**src/hdl/double_ended_queue_unit_assert.svh**
```systemverilog
// Assertion macros for the double-ended queue unit
`ifndef DOUBLE_ENDED_QUEUE_UNIT_ASSERT_SVH
`define DOUBLE_ENDED_QUEUE_UNIT_ASSERT_SVH

`ifndef ASSERT_OFF
// same-cycle implication
`define DEQ_ASSERT_IMP(lbl, clk, rst_n, ante, cons) \
    lbl: assert property (@(posedge clk) disable iff (!(rst_n)) (ante) |-> (cons)) \
        else $error("deq assertion failed");
// next-cycle implication
`define DEQ_ASSERT_NXT(lbl, clk, rst_n, ante, cons) \
    lbl: assert property (@(posedge clk) disable iff (!(rst_n)) (ante) |=> (cons)) \
        else $error("deq assertion failed");
`else
`define DEQ_ASSERT_IMP(lbl, clk, rst_n, ante, cons)
`define DEQ_ASSERT_NXT(lbl, clk, rst_n, ante, cons)
`endif

`endif

```
**src/hdl/deq_pkg.sv**
```systemverilog
// Types, codes and constants shared by the double-ended queue unit
`timescale 1ns / 1ps

package deq_pkg;

    localparam int DEQ_DEPTH  = 16;
    localparam int DEQ_QDEPTH = 2;

    typedef logic        [2:0]  t_kind;
    typedef logic signed [31:0] t_word;
    typedef logic        [1:0]  t_status;
    typedef logic        [4:0]  t_count;

    localparam t_kind KIND_PUSH_BACK  = 3'd0;
    localparam t_kind KIND_PUSH_FRONT = 3'd1;
    localparam t_kind KIND_POP_BACK   = 3'd2;
    localparam t_kind KIND_POP_FRONT  = 3'd3;
    localparam t_kind KIND_TRAVERSE   = 3'd4;

    localparam t_status STATUS_OK    = 2'd0;
    localparam t_status STATUS_EMPTY = 2'd1;
    localparam t_status STATUS_FULL  = 2'd2;

    typedef enum logic [2:0] {
        OP_PUSH_BACK,
        OP_PUSH_FRONT,
        OP_POP_BACK,
        OP_POP_FRONT,
        OP_TRAVERSE,
        OP_NOP
    } t_op;

    typedef struct packed {
        t_op   op;
        t_word value;
    } t_cmd;

    typedef struct packed {
        t_word   value_out;
        t_status status;
        t_count  entry_count;
        logic    last_of_run;
    } t_rsp;

    function automatic t_rsp f_rsp(input t_word value, input t_status status,
                                   input t_count count, input logic last);
        t_rsp r;
        r.value_out   = value;
        r.status      = status;
        r.entry_count = count;
        r.last_of_run = last;
        return r;
    endfunction

endpackage

```
**src/hdl/deq_if.sv**
```systemverilog
// Request and response channel interfaces of the double-ended queue unit
`timescale 1ns / 1ps

interface deq_req_if import deq_pkg::*; ();
    logic  valid;
    logic  ready;
    t_kind kind;
    t_word push_value;

    modport source (output valid, output kind, output push_value, input ready);
    modport sink   (input valid, input kind, input push_value, output ready);
endinterface

interface deq_rsp_if import deq_pkg::*; ();
    logic    valid;
    logic    ready;
    t_word   value_out;
    t_status status;
    t_count  entry_count;
    logic    last_of_run;

    modport source (output valid, output value_out, output status, output entry_count,
                    output last_of_run, input ready);
    modport sink   (input valid, input value_out, input status, input entry_count,
                    input last_of_run, output ready);
endinterface

```
**src/hdl/deq_ram.sv**
```systemverilog
// Generic single-write, single-read RAM with registered read data
`timescale 1ns / 1ps

module deq_ram #(
    parameter int WIDTH = 32,
    parameter int DEPTH = 16
) (
    input  logic                     i_clk,
    input  logic                     i_wr_en,
    input  logic [$clog2(DEPTH)-1:0] i_wr_addr,
    input  logic [WIDTH-1:0]         i_wr_data,
    input  logic                     i_rd_en,
    input  logic [$clog2(DEPTH)-1:0] i_rd_addr,
    output logic [WIDTH-1:0]         o_rd_data
);

    logic [WIDTH-1:0] r_mem [DEPTH];
    logic [WIDTH-1:0] r_rd_data;

    always_ff @(posedge i_clk) begin
        if (i_wr_en) begin
            r_mem[i_wr_addr] <= i_wr_data;
        end
        if (i_rd_en) begin
            r_rd_data <= r_mem[i_rd_addr];
        end
    end

    assign o_rd_data = r_rd_data;

endmodule

```
**src/hdl/deq_front.sv**
```systemverilog
// Request intake: decode each word and hold it in a short command queue
`timescale 1ns / 1ps

module deq_front import deq_pkg::*; (
    input  logic       i_clk,
    input  logic       i_rst_n,
    deq_req_if.sink    i_req,
    output logic       o_cmd_valid,
    input  logic       i_cmd_ready,
    output t_cmd       o_cmd
);

    localparam int QA_W = $clog2(DEQ_QDEPTH);
    localparam int QF_W = $clog2(DEQ_QDEPTH + 1);

    t_cmd            r_q [DEQ_QDEPTH];
    logic [QA_W-1:0] r_wr, r_rd;
    logic [QF_W-1:0] r_fill, n_fill;
    logic            push, pop;
    t_cmd            cmd_in;

    function automatic t_op f_classify(input t_kind kind);
        case (kind)
            KIND_PUSH_BACK:  return OP_PUSH_BACK;
            KIND_PUSH_FRONT: return OP_PUSH_FRONT;
            KIND_POP_BACK:   return OP_POP_BACK;
            KIND_POP_FRONT:  return OP_POP_FRONT;
            KIND_TRAVERSE:   return OP_TRAVERSE;
            default:         return OP_NOP;
        endcase
    endfunction

    function automatic logic [QA_W-1:0] f_next(input logic [QA_W-1:0] p);
        if (p == QA_W'(DEQ_QDEPTH - 1)) begin
            return '0;
        end
        return p + 1'b1;
    endfunction

    assign i_req.ready  = (r_fill != QF_W'(DEQ_QDEPTH));
    assign o_cmd_valid  = (r_fill != '0);
    assign o_cmd        = r_q[r_rd];
    assign push         = i_req.valid && i_req.ready;
    assign pop          = o_cmd_valid && i_cmd_ready;
    assign cmd_in.op    = f_classify(i_req.kind);
    assign cmd_in.value = i_req.push_value;

    always_comb begin
        n_fill = r_fill;
        if (push && !pop) begin
            n_fill = r_fill + 1'b1;
        end else if (pop && !push) begin
            n_fill = r_fill - 1'b1;
        end
    end

    always_ff @(posedge i_clk) begin
        if (!i_rst_n) begin
            r_wr   <= '0;
            r_rd   <= '0;
            r_fill <= '0;
        end else begin
            r_fill <= n_fill;
            if (push) begin
                r_wr <= f_next(r_wr);
            end
            if (pop) begin
                r_rd <= f_next(r_rd);
            end
        end
    end

    always_ff @(posedge i_clk) begin
        if (push) begin
            r_q[r_wr] <= cmd_in;
        end
    end

endmodule

```
**src/hdl/deq_back.sv**
```systemverilog
// Command execution: ring pointers, entry store and the result register
`timescale 1ns / 1ps

module deq_back import deq_pkg::*; #(
    parameter int DEPTH = DEQ_DEPTH
) (
    input  logic       i_clk,
    input  logic       i_rst_n,
    input  logic       i_cmd_valid,
    output logic       o_cmd_ready,
    input  t_cmd       i_cmd,
    deq_rsp_if.source  o_rsp
);

    localparam int IDX_W = $clog2(DEPTH);
    localparam int CNT_W = $clog2(DEPTH + 1);
    localparam int SUM_W = CNT_W + 1;

    localparam logic [1:0] ST_IDLE = 2'd0;
    localparam logic [1:0] ST_POP  = 2'd1;
    localparam logic [1:0] ST_TRAV = 2'd2;

    logic [1:0]       r_state, n_state;
    logic [IDX_W-1:0] r_front, n_front;
    logic [CNT_W-1:0] r_count, n_count;
    logic [IDX_W-1:0] r_idx, n_idx;
    logic             r_out_valid, n_out_valid;
    t_rsp             r_out, n_out;

    logic             wr_en, rd_en;
    logic [IDX_W-1:0] wr_addr, rd_addr;
    logic [31:0]      rd_data;
    logic             out_free, is_full, is_empty, trav_last;

    function automatic logic [IDX_W-1:0] f_wrap(input logic [IDX_W-1:0] pos,
                                                input logic [CNT_W-1:0] off);
        logic [SUM_W-1:0] s;
        s = SUM_W'(pos) + SUM_W'(off);
        if (s >= SUM_W'(DEPTH)) begin
            s = s - SUM_W'(DEPTH);
        end
        return s[IDX_W-1:0];
    endfunction

    deq_ram #(
        .WIDTH (32),
        .DEPTH (DEPTH)
    ) u_store (
        .i_clk     (i_clk),
        .i_wr_en   (wr_en),
        .i_wr_addr (wr_addr),
        .i_wr_data (i_cmd.value),
        .i_rd_en   (rd_en),
        .i_rd_addr (rd_addr),
        .o_rd_data (rd_data)
    );

    assign out_free    = !r_out_valid || o_rsp.ready;
    assign o_cmd_ready = (r_state == ST_IDLE) && out_free;
    assign is_full     = (r_count == CNT_W'(DEPTH));
    assign is_empty    = (r_count == '0);
    assign trav_last   = ((CNT_W'(r_idx) + 1'b1) == r_count);

    always_comb begin
        n_state     = r_state;
        n_front     = r_front;
        n_count     = r_count;
        n_idx       = r_idx;
        n_out_valid = r_out_valid && !o_rsp.ready;
        n_out       = r_out;
        wr_en       = 1'b0;
        wr_addr     = r_front;
        rd_en       = 1'b0;
        rd_addr     = r_front;

        case (r_state)
            ST_IDLE: begin
                if (i_cmd_valid && out_free) begin
                    n_out_valid = 1'b1;
                    case (i_cmd.op)
                        OP_PUSH_BACK, OP_PUSH_FRONT: begin
                            if (is_full) begin
                                n_out = f_rsp('0, STATUS_FULL, t_count'(r_count), 1'b1);
                            end else begin
                                wr_en = 1'b1;
                                if (i_cmd.op == OP_PUSH_BACK) begin
                                    wr_addr = f_wrap(r_front, r_count);
                                end else begin
                                    n_front = f_wrap(r_front, CNT_W'(DEPTH - 1));
                                    wr_addr = n_front;
                                end
                                n_count = r_count + 1'b1;
                                n_out   = f_rsp('0, STATUS_OK, t_count'(n_count), 1'b1);
                            end
                        end
                        OP_POP_BACK, OP_POP_FRONT: begin
                            if (is_empty) begin
                                n_out = f_rsp('0, STATUS_EMPTY, t_count'(r_count), 1'b1);
                            end else begin
                                n_out_valid = 1'b0;
                                rd_en       = 1'b1;
                                if (i_cmd.op == OP_POP_BACK) begin
                                    rd_addr = f_wrap(r_front, r_count - 1'b1);
                                end else begin
                                    n_front = f_wrap(r_front, CNT_W'(1));
                                end
                                n_count = r_count - 1'b1;
                                n_state = ST_POP;
                            end
                        end
                        OP_TRAVERSE: begin
                            if (is_empty) begin
                                n_out = f_rsp('0, STATUS_EMPTY, t_count'(r_count), 1'b1);
                            end else begin
                                n_out_valid = 1'b0;
                                rd_en       = 1'b1;
                                n_idx       = '0;
                                n_state     = ST_TRAV;
                            end
                        end
                        default: begin
                            n_out = f_rsp('0, STATUS_OK, t_count'(r_count), 1'b1);
                        end
                    endcase
                end
            end
            ST_POP: begin
                if (out_free) begin
                    n_out_valid = 1'b1;
                    n_out       = f_rsp(t_word'(rd_data), STATUS_OK, t_count'(r_count), 1'b1);
                    n_state     = ST_IDLE;
                end
            end
            ST_TRAV: begin
                if (out_free) begin
                    n_out_valid = 1'b1;
                    n_out = f_rsp(t_word'(rd_data), STATUS_OK, t_count'(r_count), trav_last);
                    if (trav_last) begin
                        n_state = ST_IDLE;
                    end else begin
                        n_idx   = r_idx + 1'b1;
                        rd_en   = 1'b1;
                        rd_addr = f_wrap(r_front, CNT_W'(n_idx));
                    end
                end
            end
            default: begin
                n_state = ST_IDLE;
            end
        endcase
    end

    always_ff @(posedge i_clk) begin
        if (!i_rst_n) begin
            r_state     <= ST_IDLE;
            r_front     <= '0;
            r_count     <= '0;
            r_out_valid <= 1'b0;
        end else begin
            r_state     <= n_state;
            r_front     <= n_front;
            r_count     <= n_count;
            r_out_valid <= n_out_valid;
        end
    end

    always_ff @(posedge i_clk) begin
        r_idx <= n_idx;
        r_out <= n_out;
    end

    assign o_rsp.valid       = r_out_valid;
    assign o_rsp.value_out   = r_out.value_out;
    assign o_rsp.status      = r_out.status;
    assign o_rsp.entry_count = r_out.entry_count;
    assign o_rsp.last_of_run = r_out.last_of_run;

endmodule

```
**src/hdl/double_ended_queue_unit.sv**
```systemverilog
// Top level of the double-ended queue unit: intake, command queue, execution
//
// channel  dir  modport  payload
// i_req    in   sink     kind[2:0], push_value[31:0] signed
// o_rsp    out  source   value_out[31:0] signed, status[1:0], entry_count[4:0], last_of_run
//
// The two-word command queue registers each request between intake and execution.
// Push and unused kinds set the result register directly; pops read the store, then the result.
// Traverse: one result per cycle after the first store read, while o_rsp is not stalled.
// Synchronous active-low reset empties the queue; the entry store needs no clearing.
// A stalled o_rsp holds the result register and stops execution; intake goes on
// until the command queue fills.
`timescale 1ns / 1ps
`include "double_ended_queue_unit_assert.svh"

module double_ended_queue_unit import deq_pkg::*; #(
    parameter int DEPTH = DEQ_DEPTH
) (
    input  logic       i_clk,
    input  logic       i_rst_n,
    deq_req_if.sink    i_req,
    deq_rsp_if.source  o_rsp
);

    logic cmd_valid;
    logic cmd_ready;
    t_cmd cmd;
    logic req_fire;
    logic cmd_push_fire;
    logic rsp_empty;

    deq_front u_front (
        .i_clk       (i_clk),
        .i_rst_n     (i_rst_n),
        .i_req       (i_req),
        .o_cmd_valid (cmd_valid),
        .i_cmd_ready (cmd_ready),
        .o_cmd       (cmd)
    );

    deq_back #(
        .DEPTH (DEPTH)
    ) u_back (
        .i_clk       (i_clk),
        .i_rst_n     (i_rst_n),
        .i_cmd_valid (cmd_valid),
        .o_cmd_ready (cmd_ready),
        .i_cmd       (cmd),
        .o_rsp       (o_rsp)
    );

    assign req_fire      = i_req.valid && i_req.ready;
    assign cmd_push_fire = cmd_valid && cmd_ready &&
                           (cmd.op inside {OP_PUSH_BACK, OP_PUSH_FRONT});
    assign rsp_empty     = o_rsp.valid && (o_rsp.status == STATUS_EMPTY);

    `DEQ_ASSERT_NXT(a_intake_queued, i_clk, i_rst_n, req_fire, cmd_valid)
    `DEQ_ASSERT_NXT(a_push_answers, i_clk, i_rst_n, cmd_push_fire, o_rsp.valid)
    `DEQ_ASSERT_IMP(a_empty_count, i_clk, i_rst_n, rsp_empty, o_rsp.entry_count == '0 && o_rsp.value_out == '0)

endmodule

```
**src/flat_wrapper.sv**
```systemverilog
// flat-port wrapper written by rule: the top's interface ports become plain ports
module double_ended_queue_unit_flat import deq_pkg::*;
#(
    parameter int DEPTH = DEQ_DEPTH
)
  (i_clk, i_rst_n, i_req_valid, i_req_kind, i_req_push_value, i_req_ready, o_rsp_valid, o_rsp_value_out, o_rsp_status, o_rsp_entry_count, o_rsp_last_of_run, o_rsp_ready);
  deq_req_if i_req_i ();
  deq_rsp_if o_rsp_i ();
  input  logic i_clk;
  input  logic i_rst_n;
  input wire logic [$bits(i_req_i.valid)-1:0] i_req_valid;
  input wire logic [$bits(i_req_i.kind)-1:0] i_req_kind;
  input wire logic [$bits(i_req_i.push_value)-1:0] i_req_push_value;
  output wire logic [$bits(i_req_i.ready)-1:0] i_req_ready;
  output wire logic [$bits(o_rsp_i.valid)-1:0] o_rsp_valid;
  output wire logic [$bits(o_rsp_i.value_out)-1:0] o_rsp_value_out;
  output wire logic [$bits(o_rsp_i.status)-1:0] o_rsp_status;
  output wire logic [$bits(o_rsp_i.entry_count)-1:0] o_rsp_entry_count;
  output wire logic [$bits(o_rsp_i.last_of_run)-1:0] o_rsp_last_of_run;
  input wire logic [$bits(o_rsp_i.ready)-1:0] o_rsp_ready;
  assign i_req_i.valid = i_req_valid;
  assign i_req_i.kind = i_req_kind;
  assign i_req_i.push_value = i_req_push_value;
  assign i_req_ready = i_req_i.ready;
  assign o_rsp_valid = o_rsp_i.valid;
  assign o_rsp_value_out = o_rsp_i.value_out;
  assign o_rsp_status = o_rsp_i.status;
  assign o_rsp_entry_count = o_rsp_i.entry_count;
  assign o_rsp_last_of_run = o_rsp_i.last_of_run;
  assign o_rsp_i.ready = o_rsp_ready;
  double_ended_queue_unit #(.DEPTH(DEPTH)) u_core (.i_clk(i_clk), .i_rst_n(i_rst_n), .i_req(i_req_i), .o_rsp(o_rsp_i));
endmodule
```
**config.mk**
```make
export PLATFORM = sky130hd
export DESIGN_NAME = double_ended_queue_unit_flat
export DESIGN_NICKNAME = d
export VERILOG_FILES = /design/src/hdl/deq_pkg.sv /design/src/hdl/deq_if.sv /design/src/hdl/deq_ram.sv /design/src/hdl/deq_front.sv /design/src/hdl/deq_back.sv /design/src/hdl/double_ended_queue_unit.sv /design/src/flat_wrapper.sv
export VERILOG_INCLUDE_DIRS = /design/src /design/src/hdl
export SDC_FILE = /design/constraint.sdc
export NUM_CORES = 1
export LEC_CHECK = 0
export ABC_AREA = 1
export BUFFER_PORTS_ARGS = -buffer_cell sky130_fd_sc_hd__buf_2
export CAP_MARGIN = 25
export CORE_ASPECT_RATIO = 1.25
export CORE_MARGIN = 10
export CORE_UTILIZATION = 60
export CTS_CLUSTER_DIAMETER = 120
export DETAILED_ROUTE_END_ITERATION = 16
export HOLD_SLACK_MARGIN = 0.02
export PLACE_DENSITY = 0.74
export REMOVE_ABC_BUFFERS = 1
export SLEW_MARGIN = 15
export SYNTH_ARGS = -nofsm -noshare
export SYNTH_HDL_FRONTEND = slang
export SYNTH_SLANG_ARGS = --single-unit
```
**constraint.sdc**
```tcl
create_clock -name i_clk -period 5.2 [get_ports i_clk]
set_input_delay 1.04 -clock i_clk [delete_from_list [all_inputs] [get_ports i_clk]]
set_output_delay 1.04 -clock i_clk [all_outputs]
set_load 0.01 [all_outputs]
```
==> results.txt <==
The flow ran to the end, but the final reports show violations. The final reports fail on DRC. The cell sitting at the root of the clock tree is a sky130_fd_sc_hd__clkbuf_16.

The tools report the fraction of the yosys area taken by sequential cells as 68.5%. The tool flagged a number of max-cap violations equal to 0. Net switching is 40.4% of the power. The arrival time of the worst setup path is 4.40 ns. The share of final-layout standard cells stronger than drive strength 1 was 10.0%. Setup violations remaining at the end of the flow were counted as 0.

Routability-driven placement finished with a final weighted congestion of 0.920. The post-route clock skew was 0.0148 ns; the number of antenna violations at the first check in global routing was 0. The floorplan step set the die height to 267 µm. The violation count after the first detailed-routing iteration is 2063. The library cells used most frequently in the layout, excluding fill and tap cells, are 658 x sky130_fd_sc_hd__edfxtp_1, 597 x sky130_fd_sc_hd__nand3_1, 550 x sky130_fd_sc_hd__nand2_1. STA classifies the critical path endpoint as a register.

Yosys warning count: 0. In this run the worst hold path is classified as register to register. Clock tree synthesis found a total of 675 sinks. The later pin in the worst-skew pair is clocked with a latency of 0.61 ns.

The count of cells in the finished layout, fillers not included, comes to 3387. Summed over all instances, the cell type with the most area after synthesis is sky130_fd_sc_hd__edfxtp_1. After clock tree synthesis, the flow added hold-fix buffers numbering 0.

The first-pass GRT wire length is 107 mm, and the worst setup margin is 1.12 ns. With fillers left out, the area of the finished cells amounts to 0.0324 mm². The share of total power dissipated in sequential elements is 36.9%. The die covers 0.0582 mm². The total count of hold-check failures in the final report was 0.

The count of nets left with antenna violations after detail routing was 0. The startpoint type of the worst setup path was a register. The internal portion of the total power is 12.1 mW. The H-tree was split into 2 levels. Timing would allow up to 245 MHz. The slack of the worst reg-to-reg path is 1.12 ns, and the post-route fraction of the period consumed by the critical path is 78.5%. Across the VDD grid, the largest voltage drop is 0.706 mV.

The logs give 1 for the DRC violation count after routing and 61 for the total CTS buffers. The worst pin sits at a relative slew slack of 37.6%. For the pin with the worst max-slew slack, the measured transition is 0.935 ns. TritonCTS built the clock tree. Global routing used 23.6% of the available tracks across all layers. The run gives 0.0483 mm² as the core region area. The tools report the pin count of the biggest net entering global routing as 181.

The final wirelength is 69.1 mm, and the final setup TNS is 0 ns. After floorplanning, the core was divided into 90 placement rows. In this run the cell area measured after placement is 0.0305 mm².

The pre-CTS setup slack is 1.10 ns, and the boundary pin count is 81. After synthesis, the mean cell area works out to 11.1 µm². The clock network accounts for 21.6% of the total power. Ranked by total cell area, the synthesized netlist is headed by sky130_fd_sc_hd__edfxtp_1 67%, sky130_fd_sc_hd__nand3_1 10%, sky130_fd_sc_hd__nand2_1 7.1%.

Buffers added to address setup during post-CTS repair amount to 0. The run gives 41.5% as the combinational power share. Distinct cell type count after synthesis: 38. The number of vias after detailed routing is 19.6k. The maximum clock path buffer count is 3, and the leakage power is 13.1 nW. The area growth from synthesis to layout is 10.6%. The worst path in the final design needs a cycle of 4.08 ns, including I/O delays and setup.

The tools report the total grt overflow as 0. Once placement completed, the tool counted placed cells totaling 3274. The critical path is of the register to register type. After the last flow step, the layout net total stands at 2755. Before antenna repair, the detailed router went through 13 iterations. The repair_antennas step left the layout with diodes totalling 0. In this run, post-CTS repair resized a total of 0 instances. The average wire per standard cell is 20.4 µm, and the number of global-route vias before repair is 19.4k. Power spread over the standard cell area amounts to 624 mW/mm².

The biggest fanout along the worst timing path works out to 27. Once detailed placement completed, the half-perimeter wirelength came to 37.2 mm. The clock transition at the register clock pins on the worst setup and hold paths after CTS works out to 0.07 ns. The routed via count divided by cell count came out at 5.79. STA puts the critical path data required time at 5.52 ns. The run gives 0 as the number of max-slew violations in the final report. After synthesis the netlist holds a flip-flop and latch count of 675. The area share of the largest cell type after synthesis came out at 67.4%.

The logs give 8.17 mW for the net switching power and 0.0293 mm² for the synthesized area. The initial utilization of the core area, before any placement, comes to 60.7%. The most common cell after layout, fill and taps aside is sky130_fd_sc_hd__edfxtp_1.

The cell count after synthesis came out at 2649. The horizontal extent of the die works out to 218 µm. Setup repair after global routing left no endpoint under its margin. The count of buffers added on input and output ports is 80.
==> cells by family after synthesis <==
kind of cell    Yosys count  synth area share [%]
simple gates           1291                  19.7
mux                      32                  1.23
xor+xnor                 19                 0.567
buf+inv                 533                  7.48
flops                   675                  68.5
compound gates           76                  1.49
fa+ha+maj                23                  1.06
==> worst max-delay path, cell delays in order, from the launching register on <==
cell	delay [ns]
sky130_fd_sc_hd__dfxtp_2	0.90
sky130_fd_sc_hd__o21ai_2	0.29
sky130_fd_sc_hd__nor2_1	0.28
sky130_fd_sc_hd__inv_1	0.15
sky130_fd_sc_hd__nor2_1	0.25
sky130_fd_sc_hd__nand2_1	0.19
sky130_fd_sc_hd__a21oi_1	0.14
sky130_fd_sc_hd__o21ai_0	0.15
sky130_fd_sc_hd__o21ai_0	0.18
sky130_fd_sc_hd__nand2_1	0.32
sky130_fd_sc_hd__nor2_4	0.65
sky130_fd_sc_hd__buf_4	0.27
==> sequential cells by signal, indices dropped and copies added, names as in the netlist, 2 cells and up, named ones only <==
signal and cells:
u_core.u_back.u_store.r_mem 512, u_core.u_front.r_q 70, u_core.u_back.o_rsp.value_out 32, u_core.u_back.u_store.o_rd_data 32, u_core.u_back.o_rsp.entry_count 5, u_core.u_back.r_count 5, u_core.u_back.r_front 4, u_core.u_back.r_idx 4
u_core.u_back.o_rsp.status 2, u_core.u_back.r_state 2, u_core.u_front.r_fill 2
==> stage by stage <==
stage / util (%) / power [mW] / hold WS (ns)
finish: 67.2 / 20.2 / 0.502
global route: 67.2 / 21.4 / 0.529
CTS: 67.2 / 20.2 / 0.502
detailed placement: 63.1 / 15.9 / 0.487
global placement: 63.1 / 15.6 / 0.469
floorplan: - / 13.2 / 0.458
==> cell usage after synthesis <==
master	instances
sky130_fd_sc_hd__a21o_1	1
sky130_fd_sc_hd__o211ai_1	1
sky130_fd_sc_hd__a21oi_2	1
sky130_fd_sc_hd__edfxtp_1	658
sky130_fd_sc_hd__nor3_1	3
sky130_fd_sc_hd__clkbuf_1	48
sky130_fd_sc_hd__o21a_1	2
sky130_fd_sc_hd__dfxtp_1	17
sky130_fd_sc_hd__xor2_1	12
sky130_fd_sc_hd__a21oi_1	26
sky130_fd_sc_hd__nand3_1	597
sky130_fd_sc_hd__o22ai_1	6
sky130_fd_sc_hd__a31oi_1	1
sky130_fd_sc_hd__a211oi_1	5
sky130_fd_sc_hd__nor2_2	1
sky130_fd_sc_hd__buf_2	64
sky130_fd_sc_hd__nand4_1	4
sky130_fd_sc_hd__buf_6	13
sky130_fd_sc_hd__a22oi_1	1
sky130_fd_sc_hd__or2_2	1
sky130_fd_sc_hd__nor2_1	96
sky130_fd_sc_hd__buf_4	4
sky130_fd_sc_hd__nand2_1	551
sky130_fd_sc_hd__xnor2_1	7
sky130_fd_sc_hd__nor2_8	1
sky130_fd_sc_hd__nand3b_1	32
sky130_fd_sc_hd__mux2_2	32
sky130_fd_sc_hd__inv_1	388
sky130_fd_sc_hd__o21ai_0	25
sky130_fd_sc_hd__buf_1	15
sky130_fd_sc_hd__nor2_4	1
sky130_fd_sc_hd__ha_1	20
sky130_fd_sc_hd__nand2_2	4
sky130_fd_sc_hd__o31ai_1	2
sky130_fd_sc_hd__o21ai_1	1
sky130_fd_sc_hd__fa_1	3
sky130_fd_sc_hd__clkinv_1	1
sky130_fd_sc_hd__o21ai_2	4
==> metal layers <==
metal	part of all wire, %	track usage, %
met1	38	29.5
met2	50	40.4
met3	8.6	3.36
met4	3.7	10.0
met5	0	0
==> power groups by stage <==
stage,logic (mW),registers [mW],clock network (mW)
6_report,8.40,7.47,4.38
5_1_grt,9.25,7.52,4.64
4_1_cts,8.36,7.47,4.42
3_5_place_dp,8.27,7.58,0
3_3_place_gp,8.04,7.57,0
2_1_floorplan,5.64,7.60,0
==> worst paths after layout <==
path	start	endpoint	cells after the start
min reg2reg	u_core.u_front.r_fill[1]	u_core.u_front.r_fill[1]	2
max reg2reg	register	u_core.u_back.u_store.r_mem[6][17]	11
max	register	u_core.u_back.u_store.r_mem[6][17]	11
min	u_core.u_front.r_fill[1]	u_core.u_front.r_fill[1]	2
==> area by class of cell <==
cell class	count	area [µm²]
well taps	644	806
fillers	3489	15900
inverters	389	1460
multi-input cells	1441	7250
repair buffers	125	888
clock inverters	33	319
clock buffers	80	1620
flip-flops and latches	675	20100
(Power assumes the default switching activity.)
